--- src/rtl/core/bsp_ram.sv ---
// generic single write port ram with registered read
module bsp_ram #(
  parameter int W = 8,
  parameter int D = 64
) (
  input  logic                 clk,
  input  logic                 we,
  input  logic [$clog2(D)-1:0] waddr,
  input  logic [W-1:0]         wdata,
  input  logic [$clog2(D)-1:0] raddr,
  output logic [W-1:0]         rdata
);
  logic [W-1:0] mem [D];

  always_ff @(posedge clk) begin
    if (we) begin
      mem[waddr] <= wdata;
    end
    rdata <= mem[raddr];
  end
endmodule

--- config.mk ---
export PLATFORM = sky130hd
export DESIGN_NAME = bsp_ram
export DESIGN_NICKNAME = d
export VERILOG_FILES = /design/src/rtl/core/bsp_ram.sv
export SDC_FILE = /design/constraint.sdc
export NUM_CORES = 1
export LEC_CHECK = 0
export BUFFER_PORTS_ARGS = -buffer_cell sky130_fd_sc_hd__buf_4
export CELL_PAD_IN_SITES_DETAIL_PLACEMENT = 1
export CELL_PAD_IN_SITES_GLOBAL_PLACEMENT = 1
export CORE_MARGIN = 10
export CORE_UTILIZATION = 38
export CTS_BUF_LIST = sky130_fd_sc_hd__clkbuf_8
export DETAILED_ROUTE_END_ITERATION = 6
export PLACE_DENSITY_LB_ADDON = 0.1
export SETUP_SLACK_MARGIN = 0.02
export SLEW_MARGIN = 10
export SYNTH_ARGS = -nofsm -noshare
export SYNTH_HDL_FRONTEND = slang
export SYNTH_SLANG_ARGS = --single-unit
--- constraint.sdc ---
create_clock -name clk -period 3.55 [get_ports clk]
set_input_delay 0.1775 -clock clk [delete_from_list [all_inputs] [get_ports clk]]
set_output_delay 0.1775 -clock clk [all_outputs]
set_load 0.05 [all_outputs]
==> results of run 1 <==
## flip-flops by register name, summed over array words and instances (netlist names)
signal,flops
mem,512
rdata,8
## placed cells by master (no fill, tap or decap), drive strengths merged, types with 6 or more instances in the layout
cell    synthesis  layout
mux2i          23      23
o22ai           8       8
nand2b          7       7
nand3          13      13
mux4          126     126
nand2          19      19
edfxtp        512     512
buf            34      82
nor2           83      83
clkbuf         17      97
nor2b          14      14
inv             0      26
dfxtp           8       8
nor3            7       7
a221oi          6       6
clkinv          0      35
mux2           13      13
o221ai          8       8
## stage by stage
stage | cells | cell area, um^2
3_5_place_dp | 1660 | 21400
5_1_grt | 1820 | 23000
2_1_floorplan | 940 | 20200
3_3_place_gp | 1660 | 21400
6_report | 1820 | 23000
4_1_cts | 1820 | 23000
## worst max-delay path, delay by kind of cell (launching register included)
kind	cells	cell delay, ps
compound gates	2	450
mux	2	770
simple gates	1	470
flops	1	370
## kinds of logic after synthesis
family | count (synthesis) | share of synthesized area
buffers and inverters | 51 | 0.0157
DFF | 520 | 0.770
muxes | 162 | 0.159
AOI/OAI and AO/OA | 54 | 0.0207
and+or+nand+nor | 153 | 0.0339
## final timing paths
check / startpoint / endpoint / slack (ps) / cells after the start
max: mem[28][4]$_DFFE_PP_ / rdata[4]$_DFF_P_ / 1360 / 5
min: raddr[4] / rdata[2]$_DFF_P_ / 90 / 3
max reg2reg: mem[28][4]$_DFFE_PP_ / rdata[4]$_DFF_P_ / 1360 / 5
min reg2reg: mem[22][2]$_DFFE_PP_ / rdata[2]$_DFF_P_ / 820 / 4
## synth_stat cells, types with 3 or more instances
| cell type | instances | area (um^2) |
|---|---|---|
| sky130_fd_sc_hd__a22oi_1 | 3 | 22.5 |
| sky130_fd_sc_hd__o22ai_1 | 8 | 50.1 |
| sky130_fd_sc_hd__nor2_1 | 83 | 312 |
| sky130_fd_sc_hd__a21oi_1 | 3 | 15.0 |
| sky130_fd_sc_hd__nor3_1 | 7 | 35.0 |
| sky130_fd_sc_hd__buf_1 | 4 | 15.0 |
| sky130_fd_sc_hd__mux2_2 | 13 | 146 |
| sky130_fd_sc_hd__mux4_2 | 126 | 2840 |
| sky130_fd_sc_hd__a221oi_1 | 6 | 52.6 |
| sky130_fd_sc_hd__buf_6 | 4 | 45.0 |
| sky130_fd_sc_hd__nand3_1 | 13 | 65.1 |
| sky130_fd_sc_hd__edfxtp_1 | 512 | 15400 |
| sky130_fd_sc_hd__nor2b_1 | 14 | 87.6 |
| sky130_fd_sc_hd__nand2b_1 | 7 | 43.8 |
| sky130_fd_sc_hd__nand3b_1 | 3 | 22.5 |
| sky130_fd_sc_hd__buf_4 | 13 | 97.6 |
| sky130_fd_sc_hd__mux2i_1 | 23 | 230 |
| sky130_fd_sc_hd__dfxtp_1 | 8 | 160 |
| sky130_fd_sc_hd__nand2_1 | 19 | 71.3 |
| sky130_fd_sc_hd__o2111ai_1 | 3 | 26.3 |
| sky130_fd_sc_hd__a211oi_1 | 4 | 30.0 |
| sky130_fd_sc_hd__o2bb2ai_1 | 3 | 26.3 |
| sky130_fd_sc_hd__clkbuf_1 | 17 | 63.8 |
| sky130_fd_sc_hd__buf_2 | 11 | 55.1 |
| sky130_fd_sc_hd__o221ai_1 | 8 | 70.1 |
## metal layers
metal  share of wire  track usage
met1            0.45        0.223
met2            0.48        0.260
met3           0.044       0.0336
met4           0.023       0.0484
met5               0            0
## power by group
part	internal (mW)	switching, mW
Sequential	6.80	0.0265
Combinational	0.252	0.442
Clock	2.54	2.37
Total	9.59	2.84
## final cells by class
class | instances | area (um^2) | share of cell area
tap | 688 | 861 | 0.0374
multi-input combinational | 369 | 4320 | 0.188
clock buffer | 96 | 1320 | 0.0575
timing repair buffer | 84 | 689 | 0.0300
sequential | 520 | 15500 | 0.676
clock inverter | 63 | 272 | 0.0118
==> run metrics, run 1 <==
Post-CTS Setup Repair Bufs=0; Final ANT Viol Nets=0; per-cell via count in the routed design=5.34; H-tree depth reported by CTS=3; Mapped Avg Cell Area=21.5 um^2; iteration count of the initial detailed-routing pass=5; area growth from synthesis to layout=14.0%; crit path launch type=flip-flop; leakage component of the power=7.30 nW; time the worst path needs with I/O delays and setup=2190 ps; delay of the slowest critical-path stage=470 ps; wire length of the first global-routing pass=75.1 mm; number of filler cells placed in the layout=4,923; effective utilization at floorplan=0.384; number of design rule violations left after detail routing=0; final worst hold slack=87.1 ps; num ports=30; insertion delay to the later sink of the worst-skew pair=670 ps; Post-Route Utilization=0.438; Horiz. Die Dim=250 um; Antenna Cells=0; clock slew seen by the registers of the worst setup and hold paths=60 ps; initial drt markers=832; total CTS buffers=91; global-route usage over all layers=0.163; type of the worst setup path=flip-flop to flip-flop; share of synthesized area occupied by flip-flops and latches=0.770; number of rows created at floorplan=84; cell area after synthesis=20,200 um^2; flip-flop and latch count after synthesis=520; hold-fix buffers at CTS=1; largest driver fanout on the critical path=1; final net count=1,088; CP endpoint kind=flip-flop; cell breakdown of the critical path=mux4_2 -> mux2_2 -> o221a_2 -> nor3_1 -> o32ai_1; Slew Limit Fails=0; global-route congestion overflow total=0; routability cong.=0.745; cell with the biggest individual delay on the critical path=sky130_fd_sc_hd__nor3_1; setup tns final=0 ps; per-cell routed wire length=28.0 um; Clock Skews=27.3 ps; final-report hold violation count=0; net count after synthesis=962; Distinct cells, synth=40; Max-Slew Margin vs Limit=0.311; final cycle utilization of the critical path=0.618; maximum clock frequency=0.456 GHz; outcome=complete, no violations; endpoint required time on the critical path=4060 ps; post-detail-place hpwl=31.1 mm; yosys warns=0; fraction of registers with async set or reset after synthesis=0; TritonCTS clock tree=yes; Setup WS pre-CTS=842 ps; post-detailed-routing wire length=50.9 mm; clock tree buffer depth=3; TritonCTS sink count=520; Top FF cell, synth=sky130_fd_sc_hd__edfxtp_1; Design Power=12.4 mW; die area=62,700 um^2; worst hold path type=input pin to flip-flop; layout cell share with drive strength beyond 1=0.288; CTS root buffer=sky130_fd_sc_hd__clkbuf_8; Worst VDD drop=225 uV; Resized Gates After CTS=0; count of buffers from port buffering=29; max capacitance violation total=0; total via count in the routed design=9,726; Mapped Cells=940; height of the die=250 um; Worst Tran Pin Value=1030 ps; number of antenna violations at the first check in global routing=0; largest net degree at the start of global routing=65; worst path arrival time=2710 ps; RSZ-0062 raised after global routing=no; minimum setup slack in the final design=1360 ps; Power per Cell Area=541 nW/um^2; number of enable flip-flop cells after synthesis=512; final setup fails=0; core region area=52,600 um^2; via count of the first global-routing pass=10,500
No activity file was read; power rests on OpenSTA's default activity.
==> inputs of run 2 (changes only) <==
Settings changed: ABC_AREA set to 1.
Clock period 3.55 ns to 2.08 ns, I/O delays scaled along.
==> run metrics, run 2 <==
outcome=complete, no violations; crit path launch type=input pin; Slew Limit Fails=0 (unchanged); leading cell types in the layout, fill and taps excluded=sky130_fd_sc_hd__nand2_1 (648), sky130_fd_sc_hd__edfxtp_1 (512), sky130_fd_sc_hd__nand3_1 (439); time the worst path needs with I/O delays and setup=1840 ps; endpoint of the worst-slack reg-to-reg timing path=rdata[4]$_DFF_P_; initial drt markers=958 (+15%); yosys warns=0 (unchanged); Resized Gates After CTS=0 (unchanged); clock slew seen by the registers of the worst setup and hold paths=60 ps (about the same); net count after synthesis=1,827 (+90%); largest reg by FF count=mem; Critical Path End=mem[56][2]$_DFFE_PP_; area share of the leading cell type in the synthesized netlist=0.720 (-0.0419); final net count=1,960 (+80%); largest driver fanout on the critical path=9 (+8); clock tree buffer depth=3 (unchanged); number of rows created at floorplan=86 (+2.4%); number of enable flip-flop cells after synthesis=512 (unchanged); worst hold path type=input pin to flip-flop; final worst hold slack=46.7 ps (-40.4 ps); maximum clock frequency=0.543 GHz; Top FF cell, synth=sky130_fd_sc_hd__edfxtp_1; placed cell areas=22,800 um^2 (+6.5%); die area=66,000 um^2 (+5.3%); Power per Cell Area=875 nW/um^2 (+62%); CP most frequent cell=sky130_fd_sc_hd__buf_4; area growth from synthesis to layout=14.5%; worst reg2reg startpoint=mem[35][4]$_DFFE_PP_; layout cell share with drive strength beyond 1=0.120 (-0.168); core region area=55,300 um^2 (+5.2%); most frequent standard cell in the layout excluding fill and tap cells=sky130_fd_sc_hd__nand2_1; number of filler cells placed in the layout=6,017 (+22%); count of buffers from port buffering=29 (unchanged); TritonCTS sink count=520 (unchanged); start point of the critical path=waddr[1]; via count of the first global-routing pass=15,000 (+42%); Hold Path Stages=1 (-2); per-cell routed wire length=23.2 um (-17%); Max-Slew Margin vs Limit=0.426 (+0.115); number of cells on the worst reg-to-reg path=9 (+4); global-route congestion overflow total=0 (unchanged); setup tns final=0 ps (unchanged); number of design rule violations left after detail routing=0 (unchanged); Design Power=21.4 mW (+72%); effective utilization at floorplan=0.386 (+0.00206); most frequent cell after synthesis=sky130_fd_sc_hd__nand2_1; final cycle utilization of the critical path=0.885; leakage component of the power=9.04 nW (+24%); final-report hold violation count=0 (unchanged); cell area after synthesis=21,300 um^2 (+5.8%); Mapped Avg Cell Area=11.8 um^2 (-45%); cell with the biggest individual delay on the critical path=sky130_fd_sc_hd__nor2_1; delay of the slowest critical-path stage=560 ps (+90 ps); insertion delay to the later sink of the worst-skew pair=660 ps (about the same); max capacitance violation total=0 (unchanged); number of antenna violations at the first check in global routing=1 (+1); most common library cells after synthesis=sky130_fd_sc_hd__nand2_1 (648), sky130_fd_sc_hd__edfxtp_1 (512), sky130_fd_sc_hd__nand3_1 (439); flop-to-flop setup slack=250 ps (-1110 ps); post-detail-place hpwl=37.8 mm (+21%); height of the die=257 um (+2.6%); fraction of registers with async set or reset after synthesis=0 (unchanged); total via count in the routed design=14,200 (+46%); iteration count of the initial detailed-routing pass=5 (unchanged); Yosys top cell by area=sky130_fd_sc_hd__edfxtp_1; CTS root buffer=sky130_fd_sc_hd__clkbuf_8; routability cong.=0.808 (+8.4%); cell breakdown of the critical path=dlygate4sd3_1 -> buf_4 -> inv_1 -> nand4_1 -> nor2_1 -> buf_4; Distinct cells, synth=16 (-60%); num ports=30 (unchanged); share of synthesized area occupied by flip-flops and latches=0.728 (-0.0423); finished layout cell area=24,400 um^2 (+6.2%); worst path arrival time=2190 ps (-520 ps); post-detailed-routing wire length=63.8 mm (+25%); largest registers ranked by flip-flop count=mem x512, rdata x8; flip-flop count of the largest register, all copies and words added=512 (unchanged); type of the worst setup path=input pin to flip-flop; flip-flop and latch count after synthesis=520 (unchanged); area occupied by multi-input gates=4950 um^2 (+15%); Mapped Cells=1,805 (+92%); wire length of the first global-routing pass=96.4 mm (+28%); CP endpoint kind=flip-flop; cell types with the largest area share after synthesis=sky130_fd_sc_hd__edfxtp_1 (72%), sky130_fd_sc_hd__nand2_1 (11%), sky130_fd_sc_hd__nand3_1 (10%); Horiz. Die Dim=257 um (+2.6%); Worst VDD drop=448 uV (+100%); FF+latch area=15,500 um^2 (unchanged); RSZ-0062 raised after global routing=no; H-tree depth reported by CTS=3 (unchanged); final setup fails=0 (unchanged); Clock Skews=20.7 ps (-6.59 ps); Antenna Cells=0 (unchanged); TritonCTS clock tree=yes; total CTS buffers=88 (-3.3%); largest net degree at the start of global routing=70 (+7.7%); per-cell via count in the routed design=5.17 (-3.2%); Final ANT Viol Nets=0 (unchanged); Worst Tran Pin Value=860 ps (-169 ps); endpoint required time on the critical path=2430 ps (-1630 ps); Post-Route Utilization=0.442 (+0.00409); global-route usage over all layers=0.193 (+0.0299)
-- run 2: logic make-up after synthesis --
kind of cell  share of synthesized area
buf+inv                          0.0402
simple gates                      0.232
flops                             0.728
-- run 2: through the flow --
step	worst slack, ps	cells
floorplan	210	1805
global placement	154	2583
detailed placement	155	2583
CTS	280	2752
global route	106	2752
finish	238	2752
-- run 2: worst max-delay path: cells and delay by family --
| kind | cells | cell delay, ps |
|---|---|---|
| buf+inv | 4 | 1170 |
| simple gates | 2 | 910 |
-- run 2: metal layers --
metal | vias to the layer above | share of wire | GRT usage
met5 | - | 0.00011 | 0
met4 | 2 | 0.023 | 0.0654
met3 | 100 | 0.057 | 0.0388
met2 | 323 | 0.45 | 0.299
met1 | 7201 | 0.47 | 0.267
li1 | 6615 | - | -
-- run 2: layout make-up --
type	count	area share
repair buffers	156	0.0588
clock inverters	63	0.00978
inverters	12	0.00225
flip-flops and latches	520	0.636
multi-input cells	1160	0.202
clock buffers	93	0.0524
well taps	748	0.0383
-- run 2: report_power, final --
part	switching (mW)	internal, mW
Sequential	0.0562	11.6
Combinational	1.16	0.426
Clock	4.04	4.08
-- run 2: worst min path at each step --
stage	from	to	slack, ps
2_1_floorplan	wdata[0]	mem[0][0]$_DFFE_PP_	200
3_3_place_gp	raddr[5]	rdata[4]$_DFF_P_	460
3_5_place_dp	raddr[5]	rdata[4]$_DFF_P_	460
4_1_cts	waddr[3]	mem[56][6]$_DFFE_PP_	5
5_1_grt	wdata[0]	mem[18][0]$_DFFE_PP_	50
6_report	wdata[0]	mem[16][0]$_DFFE_PP_	50
-- run 2: repair_timing --
action | in CTS | in global routing
buffers inserted | 0 | 0
hold endpoints to repair | 252 | 0
setup endpoints to repair | 0 | 0
hold buffers | 13 | 0
