**config.mk**
```make
export PLATFORM = sky130hd
export DESIGN_NAME = bsp_engine
export DESIGN_NICKNAME = d
export VERILOG_FILES = /design/src/rtl/core/bsp_pkg.sv /design/src/rtl/core/bsp_engine.sv
export SDC_FILE = /design/constraint.sdc
export NUM_CORES = 1
export LEC_CHECK = 0
export BUFFER_PORTS_ARGS = -buffer_cell sky130_fd_sc_hd__buf_2
export CORE_MARGIN = 4
export CORE_UTILIZATION = 30
export CTS_BUF_LIST = sky130_fd_sc_hd__clkbuf_8
export DETAILED_ROUTE_END_ITERATION = 10
export GPL_TIMING_DRIVEN = 0
export HOLD_SLACK_MARGIN = 0.03
export PLACE_DENSITY_LB_ADDON = 0.1
export SETUP_SLACK_MARGIN = 0.2
export SYNTH_ARGS = -nofsm -noshare
export SYNTH_HDL_FRONTEND = slang
export SYNTH_SLANG_ARGS = --single-unit
```
**constraint.sdc**
```tcl
create_clock -name clk -period 18.57 [get_ports clk]
set_clock_uncertainty 0.2 [all_clocks]
set_input_delay 5.571 -clock clk [delete_from_list [all_inputs] [get_ports clk]]
set_output_delay 5.571 -clock clk [all_outputs]
set_load 0.01 [all_outputs]
```
**src/rtl/core/bsp_pkg.sv**
```systemverilog
// shared constants, types and state codes for the bfs shortest path unit
package bsp_pkg;

  localparam int MAX_VERTICES = 64;
  localparam int VW = $clog2(MAX_VERTICES);
  localparam int CW = 7;
  localparam int NW = 2 * VW;

  localparam logic [1:0] CMD_CLEAR = 2'd0;
  localparam logic [1:0] CMD_LOAD  = 2'd1;
  localparam logic [1:0] CMD_QUERY = 2'd2;

  localparam logic signed [CW-1:0] HOP_UNREACHABLE = -7'sd1;

  typedef enum logic [3:0] {
    S_IDLE, S_LD_RA, S_LD_WA, S_LD_RB, S_LD_WB,
    S_Q_INIT, S_Q_POP, S_Q_V, S_Q_ROW, S_Q_SCAN,
    S_W_ISSUE, S_W_DATA, S_E_RD, S_E_OUT, S_UNR
  } state_t;

  typedef struct packed {
    logic                    we;
    logic [VW-1:0]           waddr;
    logic [MAX_VERTICES-1:0] wdata;
    logic [VW-1:0]           raddr;
  } adj_req_t;

  typedef struct packed {
    logic          we;
    logic [VW-1:0] waddr;
    logic [NW-1:0] wdata;
    logic [VW-1:0] raddr;
  } node_req_t;

  typedef struct packed {
    logic          we;
    logic [VW-1:0] waddr;
    logic [VW-1:0] wdata;
    logic [VW-1:0] raddr;
  } queue_req_t;

endpackage

```
**src/rtl/core/bsp_engine.sv**
```systemverilog
// sequencer for edge loads, breadth-first search, path walk-back and result output
module bsp_engine (
  input  logic                            clk,
  input  logic                            rst_n,
  input  logic                            start,
  output logic                            busy,
  input  logic [1:0]                      in_cmd,
  input  logic [bsp_pkg::VW-1:0]          in_first_vertex,
  input  logic [bsp_pkg::VW-1:0]          in_second_vertex,
  input  logic                            in_edge_bit,
  input  logic [bsp_pkg::CW-1:0]          vertex_count,
  output bsp_pkg::adj_req_t               adj_req,
  input  logic [bsp_pkg::MAX_VERTICES-1:0] adj_rdata,
  output bsp_pkg::node_req_t              node_req,
  input  logic [bsp_pkg::NW-1:0]          node_rdata,
  output bsp_pkg::queue_req_t             q_req,
  input  logic [bsp_pkg::VW-1:0]          q_rdata,
  output logic                            out_strobe,
  output logic signed [bsp_pkg::CW-1:0]   out_hop_distance,
  output logic [bsp_pkg::VW-1:0]          out_path_vertex,
  output logic                            out_last
);
  import bsp_pkg::*;

  localparam int N = MAX_VERTICES;

  state_t state_r, state_nxt;
  logic [VW-1:0] a_r, a_nxt, b_r, b_nxt, v_r, v_nxt, hopv_r, hopv_nxt;
  logic [VW-1:0] cur_r, cur_nxt, dist_r, dist_nxt, k_r, k_nxt;
  logic          first_r, first_nxt;
  logic [VW:0]   head_r, head_nxt, tail_r, tail_nxt;
  logic [N-1:0]  fresh_r, fresh_nxt, visited_r, visited_nxt, valid_r, valid_nxt;

  logic [VW:0]   cnt;
  logic [N-1:0]  in_use, lowbit, row_a, row_b;
  logic [VW-1:0] low_idx;
  logic          accept, reach_ok;

  assign accept = start && (state_r == S_IDLE);
  assign busy   = (state_r != S_IDLE);
  assign cnt    = (vertex_count > CW'(N)) ? (VW+1)'(N) : vertex_count[VW:0];
  assign reach_ok = ({1'b0, in_first_vertex} < cnt) && ({1'b0, in_second_vertex} < cnt);

  always_comb begin
    for (int i = 0; i < N; i++) begin
      in_use[i] = ((VW+1)'(i) < cnt);
    end
  end

  // lowest pending neighbor
  assign lowbit = fresh_r & (~fresh_r + N'(1));
  always_comb begin
    low_idx = '0;
    for (int i = 0; i < N; i++) begin
      if (lowbit[i]) low_idx = low_idx | VW'(i);
    end
  end

  assign row_a = valid_r[a_r] ? adj_rdata : '0;
  assign row_b = valid_r[b_r] ? adj_rdata : '0;

  // next state
  always_comb begin
    state_nxt = state_r;
    case (state_r)
      S_IDLE: begin
        if (accept) begin
          if (in_cmd == CMD_LOAD && in_edge_bit) state_nxt = S_LD_RA;
          else if (in_cmd == CMD_QUERY) state_nxt = reach_ok ? S_Q_INIT : S_UNR;
        end
      end
      S_LD_RA:   state_nxt = S_LD_WA;
      S_LD_WA:   state_nxt = S_LD_RB;
      S_LD_RB:   state_nxt = S_LD_WB;
      S_LD_WB:   state_nxt = S_IDLE;
      S_Q_INIT:  state_nxt = S_Q_POP;
      S_Q_POP: begin
        if (head_r < tail_r) state_nxt = S_Q_V;
        else state_nxt = visited_r[b_r] ? S_W_ISSUE : S_UNR;
      end
      S_Q_V:     state_nxt = S_Q_ROW;
      S_Q_ROW:   state_nxt = S_Q_SCAN;
      S_Q_SCAN:  state_nxt = (fresh_r == '0) ? S_Q_POP : S_Q_SCAN;
      S_W_ISSUE: state_nxt = S_W_DATA;
      S_W_DATA:  state_nxt = (node_rdata[NW-1:VW] == '0) ? S_E_RD : S_W_ISSUE;
      S_E_RD:    state_nxt = S_E_OUT;
      S_E_OUT:   state_nxt = (k_r == dist_r) ? S_IDLE : S_E_RD;
      S_UNR:     state_nxt = S_IDLE;
      default:   state_nxt = S_IDLE;
    endcase
  end

  // datapath and memory requests
  always_comb begin
    a_nxt = a_r; b_nxt = b_r; v_nxt = v_r; hopv_nxt = hopv_r;
    cur_nxt = cur_r; dist_nxt = dist_r; k_nxt = k_r; first_nxt = first_r;
    head_nxt = head_r; tail_nxt = tail_r;
    fresh_nxt = fresh_r; visited_nxt = visited_r; valid_nxt = valid_r;
    adj_req = '0; node_req = '0; q_req = '0;
    out_strobe = 1'b0; out_hop_distance = '0; out_path_vertex = '0; out_last = 1'b0;
    case (state_r)
      S_IDLE: begin
        if (accept) begin
          a_nxt = in_first_vertex;
          b_nxt = in_second_vertex;
          if (in_cmd == CMD_CLEAR) valid_nxt = '0;
        end
      end
      S_LD_RA: adj_req.raddr = a_r;
      S_LD_WA: begin
        adj_req.we = 1'b1;
        adj_req.waddr = a_r;
        adj_req.wdata = row_a | (N'(1) << b_r);
        valid_nxt[a_r] = 1'b1;
      end
      S_LD_RB: adj_req.raddr = b_r;
      S_LD_WB: begin
        adj_req.we = 1'b1;
        adj_req.waddr = b_r;
        adj_req.wdata = row_b | (N'(1) << a_r);
        valid_nxt[b_r] = 1'b1;
      end
      S_Q_INIT: begin
        visited_nxt = N'(1) << a_r;
        node_req.we = 1'b1;
        node_req.waddr = a_r;
        node_req.wdata = {VW'(0), a_r};
        q_req.we = 1'b1;
        q_req.waddr = '0;
        q_req.wdata = a_r;
        head_nxt = '0;
        tail_nxt = (VW+1)'(1);
      end
      S_Q_POP: begin
        q_req.raddr = head_r[VW-1:0];
        cur_nxt = b_r;
        first_nxt = 1'b1;
        if (head_r < tail_r) head_nxt = head_r + 1'b1;
      end
      S_Q_V: begin
        v_nxt = q_rdata;
        adj_req.raddr = q_rdata;
        node_req.raddr = q_rdata;
      end
      S_Q_ROW: begin
        fresh_nxt = (valid_r[v_r] ? adj_rdata : '0) & in_use & ~visited_r;
        hopv_nxt = node_rdata[NW-1:VW];
      end
      S_Q_SCAN: begin
        if (fresh_r != '0) begin
          fresh_nxt = fresh_r & ~lowbit;
          visited_nxt = visited_r | lowbit;
          node_req.we = 1'b1;
          node_req.waddr = low_idx;
          node_req.wdata = {hopv_r + 1'b1, v_r};
          if (!tail_r[VW]) begin
            q_req.we = 1'b1;
            q_req.waddr = tail_r[VW-1:0];
            q_req.wdata = low_idx;
            tail_nxt = tail_r + 1'b1;
          end
        end
      end
      S_W_ISSUE: node_req.raddr = cur_r;
      S_W_DATA: begin
        // a path vertex's hop count is its slot in the path buffer
        if (first_r) dist_nxt = node_rdata[NW-1:VW];
        first_nxt = 1'b0;
        q_req.we = 1'b1;
        q_req.waddr = node_rdata[NW-1:VW];
        q_req.wdata = cur_r;
        cur_nxt = node_rdata[VW-1:0];
        k_nxt = '0;
      end
      S_E_RD: q_req.raddr = k_r;
      S_E_OUT: begin
        out_strobe = 1'b1;
        out_hop_distance = signed'({1'b0, dist_r});
        out_path_vertex = q_rdata;
        out_last = (k_r == dist_r);
        k_nxt = k_r + 1'b1;
      end
      S_UNR: begin
        out_strobe = 1'b1;
        out_hop_distance = HOP_UNREACHABLE;
        out_last = 1'b1;
      end
      default: ;
    endcase
  end

  always_ff @(posedge clk) begin
    if (!rst_n) begin
      state_r   <= S_IDLE;
      valid_r   <= '0;
      visited_r <= '0;
      head_r    <= '0;
      tail_r    <= '0;
      first_r   <= 1'b0;
    end else begin
      state_r   <= state_nxt;
      valid_r   <= valid_nxt;
      visited_r <= visited_nxt;
      head_r    <= head_nxt;
      tail_r    <= tail_nxt;
      first_r   <= first_nxt;
    end
  end

  always_ff @(posedge clk) begin
    a_r <= a_nxt; b_r <= b_nxt; v_r <= v_nxt; hopv_r <= hopv_nxt;
    cur_r <= cur_nxt; dist_r <= dist_nxt; k_r <= k_nxt; fresh_r <= fresh_nxt;
  end
endmodule

```
==> summary.txt <==
Worst setup path
  • Critical path arrival: 6.15 ns
  • RR Startpoint: b_r[1]
  • Startpoint types: input pin
  • R2r setup slk: 14.01 ns
  • Critical Path End Type: output port
  • WP data required: 12.80 ns
  • Crit path max fanout: 2
  • Critical path class: input pin to output port
  • CP startpoint: adj_rdata[7]

Finish
  • Commonest cells after routing, fill and taps aside: 266 x buf_2, 253 x nand2_1, 210 x nor2_1
  • Area Overhead vs Synth: 18.7%
  • Nets: 2,553
  • Layout Cells excl Fill: 3,243
  • Post-layout util: 36.1%
  • Commonest non-fill, non-tap cell in the layout: buf_2
  • Design Area, Final: 0.0214 mm2
  • Layout cells sized above 1: around a fifth

Status
  • Status: finished, violations left
  • Failing checks: max-capacitance violations, max-slew violations

Clock network
  • Clock latency on the worst-skew pair: 0.68 ns
  • Longest Clk Path Bufs: 3
  • Clock Tree Root: clkbuf_8
  • Hold_buf cts: 0
  • CTS tree: done
  • Num CTS Buffers: a little over 50
  • Clk sinks: 253
  • H-tree Lvls: 2
  • Post-CTS Setup Inserts: 0
  • Post-CTS sizing: 0
  • Clock transition at path regs: approximately 0.060 ns

STA
  • Slew Viols, Final: 5
  • Setup ws final: roughly 6.7 ns
  • Fin Hold WS: 0.273 ns
  • Final Hold Vio Count: 0
  • Crit share post-route: ~64%
  • RSZ-0062 raised after global routing: false
  • Worst rel slew slack: -5.76%
  • Slew @ Worst Pin: 1.57 ns
  • Fmax: 0.0839 GHz
  • Setup TNS: 0 ns
  • Final setup fails: 0
  • Minimum clock period: between 10 and 15 ns

Global routing
  • GRT Util Overall: between 30% and 40%
  • First-pass GRT wire length: 147,000 um
  • Initial antenna violation count: 0
  • Largest net degree at the start of global routing: 19
  • Grt ovf: 0
  • Number of global-route vias before repair: approximately 20,000

Drt
  • Drt first pass iters: 6
  • Routed Antenna Nets: 0
  • Initial DRC Count: 2,662
  • Residual DRC: 0
  • Vias: about 21,000
  • Drt total wl: ~110,000 um
  • Vias per cell: roughly 6.4
  • Wire per inst: 32.8 um

Synth
  • Synth unique cells: 86
  • Ranking of synthesized cells by area: edfxtp_1 18%, dfxtp_1 16%, mux4_2 7.3%
  • Syn Inst Count: 2,126
  • Mapped Area: roughly 0.018 mm2
  • Yosys warns: 0
  • Syn_nets: 2,253
  • Cell accounting for the most synthesized area: edfxtp_1
  • Syn avg cell area: about 8.5 um2
  • Synth top area share: 17.7%
  • Post-synth ARST share: 0%
  • Synth Flop Type: dfxtp_1
  • Post-synth EDFFs: between 100 and 150
  • Synth Register Bits: between 200 and 300
  • Post-synthesis sequential area ratio: 34.0%

Die
  • Die Wd: 253 um
  • Top Ports: 244
  • Die ar.: 0.0640 mm2
  • Die Ht: 253 um
  • # rows: 89
  • Core area: around 0.059 mm2
  • Initial core utilization: 30.4%

Place
  • Setup WS pre-CTS: 6.65 ns
  • Final HPWL DP: 85,200 um
  • Final Wtd Congestion: 1.01
  • Placed cell area: 0.0203 mm2
  • Placed cells: 3,146
  • I/O Buffers: around 240

Worst hold path
  • Hold Crit Start: first_r
  • Hold crit path type: flip-flop to flip-flop

Power and ir drop
  • Leak: 8.87 nW
  • Total power: 2.37 mW
  • Power density over the cells: 111 mW/mm2
  • Maximum VDD drop: ~47 uV

Run
  • # Max-Cap Violations: 1
==> area by class of cell <==
cell class / instances / area [um2]
timing repair buffer: 247 / 1290
antenna: 2 / 5.00
buffer: 169 / 724
multi-input combinational: 1672 / 11000
sequential: 253 / 6130
fill: 6389 / 37900
clock inverter: 28 / 168
tap: 773 / 967
clock buffer: 67 / 922
inverter: 32 / 120
==> synth_stat cells, drive strengths merged, types with 4 or more instances <==
cell type and n:
or3 13, and4 10, o221a 21, a31oi 12, nand3b 29, a211oi 6, dfxtp 147, nand2 253
xor2 13, or2 12, o32ai 11, nand4b 15, ha 20, clkbuf 122, mux4 63, o211a 39
xnor2 11, a21o 71, o21ai 116, nand2b 32, edfxtp 106, a2111oi 4, a22oi 21, nor3b 9
a32o 9, o311ai 11, nor4 32, nor2b 32, o211ai 14, mux2i 22, a22o 7, a21oi 147
o2bb2ai 19, and2 19, o2111ai 6, nand4 26, nor2 213, nor3 40, o22ai 125, and3 24
nor4b 8, inv 30, buf 47, or4 11, nand3 90
==> critical path: stages <==
cell and delay [ns]:
buf_2 0.17, a21o_1 0.23, buf_2 0.17
==> power by group <==
part	leakage (nW)	switching, mW	internal [mW]
Clock	0.622	0.287	0.349
Combinational	6.09	0.728	0.272
Sequential	2.15	0.0740	0.662
==> registers in the layout, summed over array words and instances (netlist names), 7 cells and up <==
register and cells:
fresh_r 64, head_r 7, tail_r 7, valid_r 64
visited_r 64
==> path summary, 6_finish.rpt <==
kind                               endpoint  cells after the start
worst max register to register  valid_r[32]                      8
worst min-delay path                first_r                      2
worst max-delay path            adj_req[13]                      3
worst min register to register      first_r                      2
==> routing by layer <==
metal  routed length, um  global-route usage (%)  part of all wire (%)  up-vias
met4                3220                    8.95                   3.0        0
met3               12300                    10.1                    12      176
met1               45900                    44.5                    43    10400
met5                   0                       0                     0        -
li1                    -                       -                     -     8746
met2               44900                    47.2                    42     1322
==> cell families (layout without fill, tap and decap cells) <==
family | count (synthesis) | in the layout | synth area share (%)
other | 0 | 2 | 0
buffers and inverters | 201 | 543 | 4.69
muxes | 88 | 88 | 9.42
and+or+nand+nor | 876 | 876 | 24.5
DFF | 253 | 253 | 34.0
adders and majority gates | 20 | 20 | 1.39
xor gates and xnor gates | 24 | 24 | 1.17
AOI/OAI and AO/OA | 664 | 664 | 24.8
No activity file was read; power rests on OpenSTA's default activity.
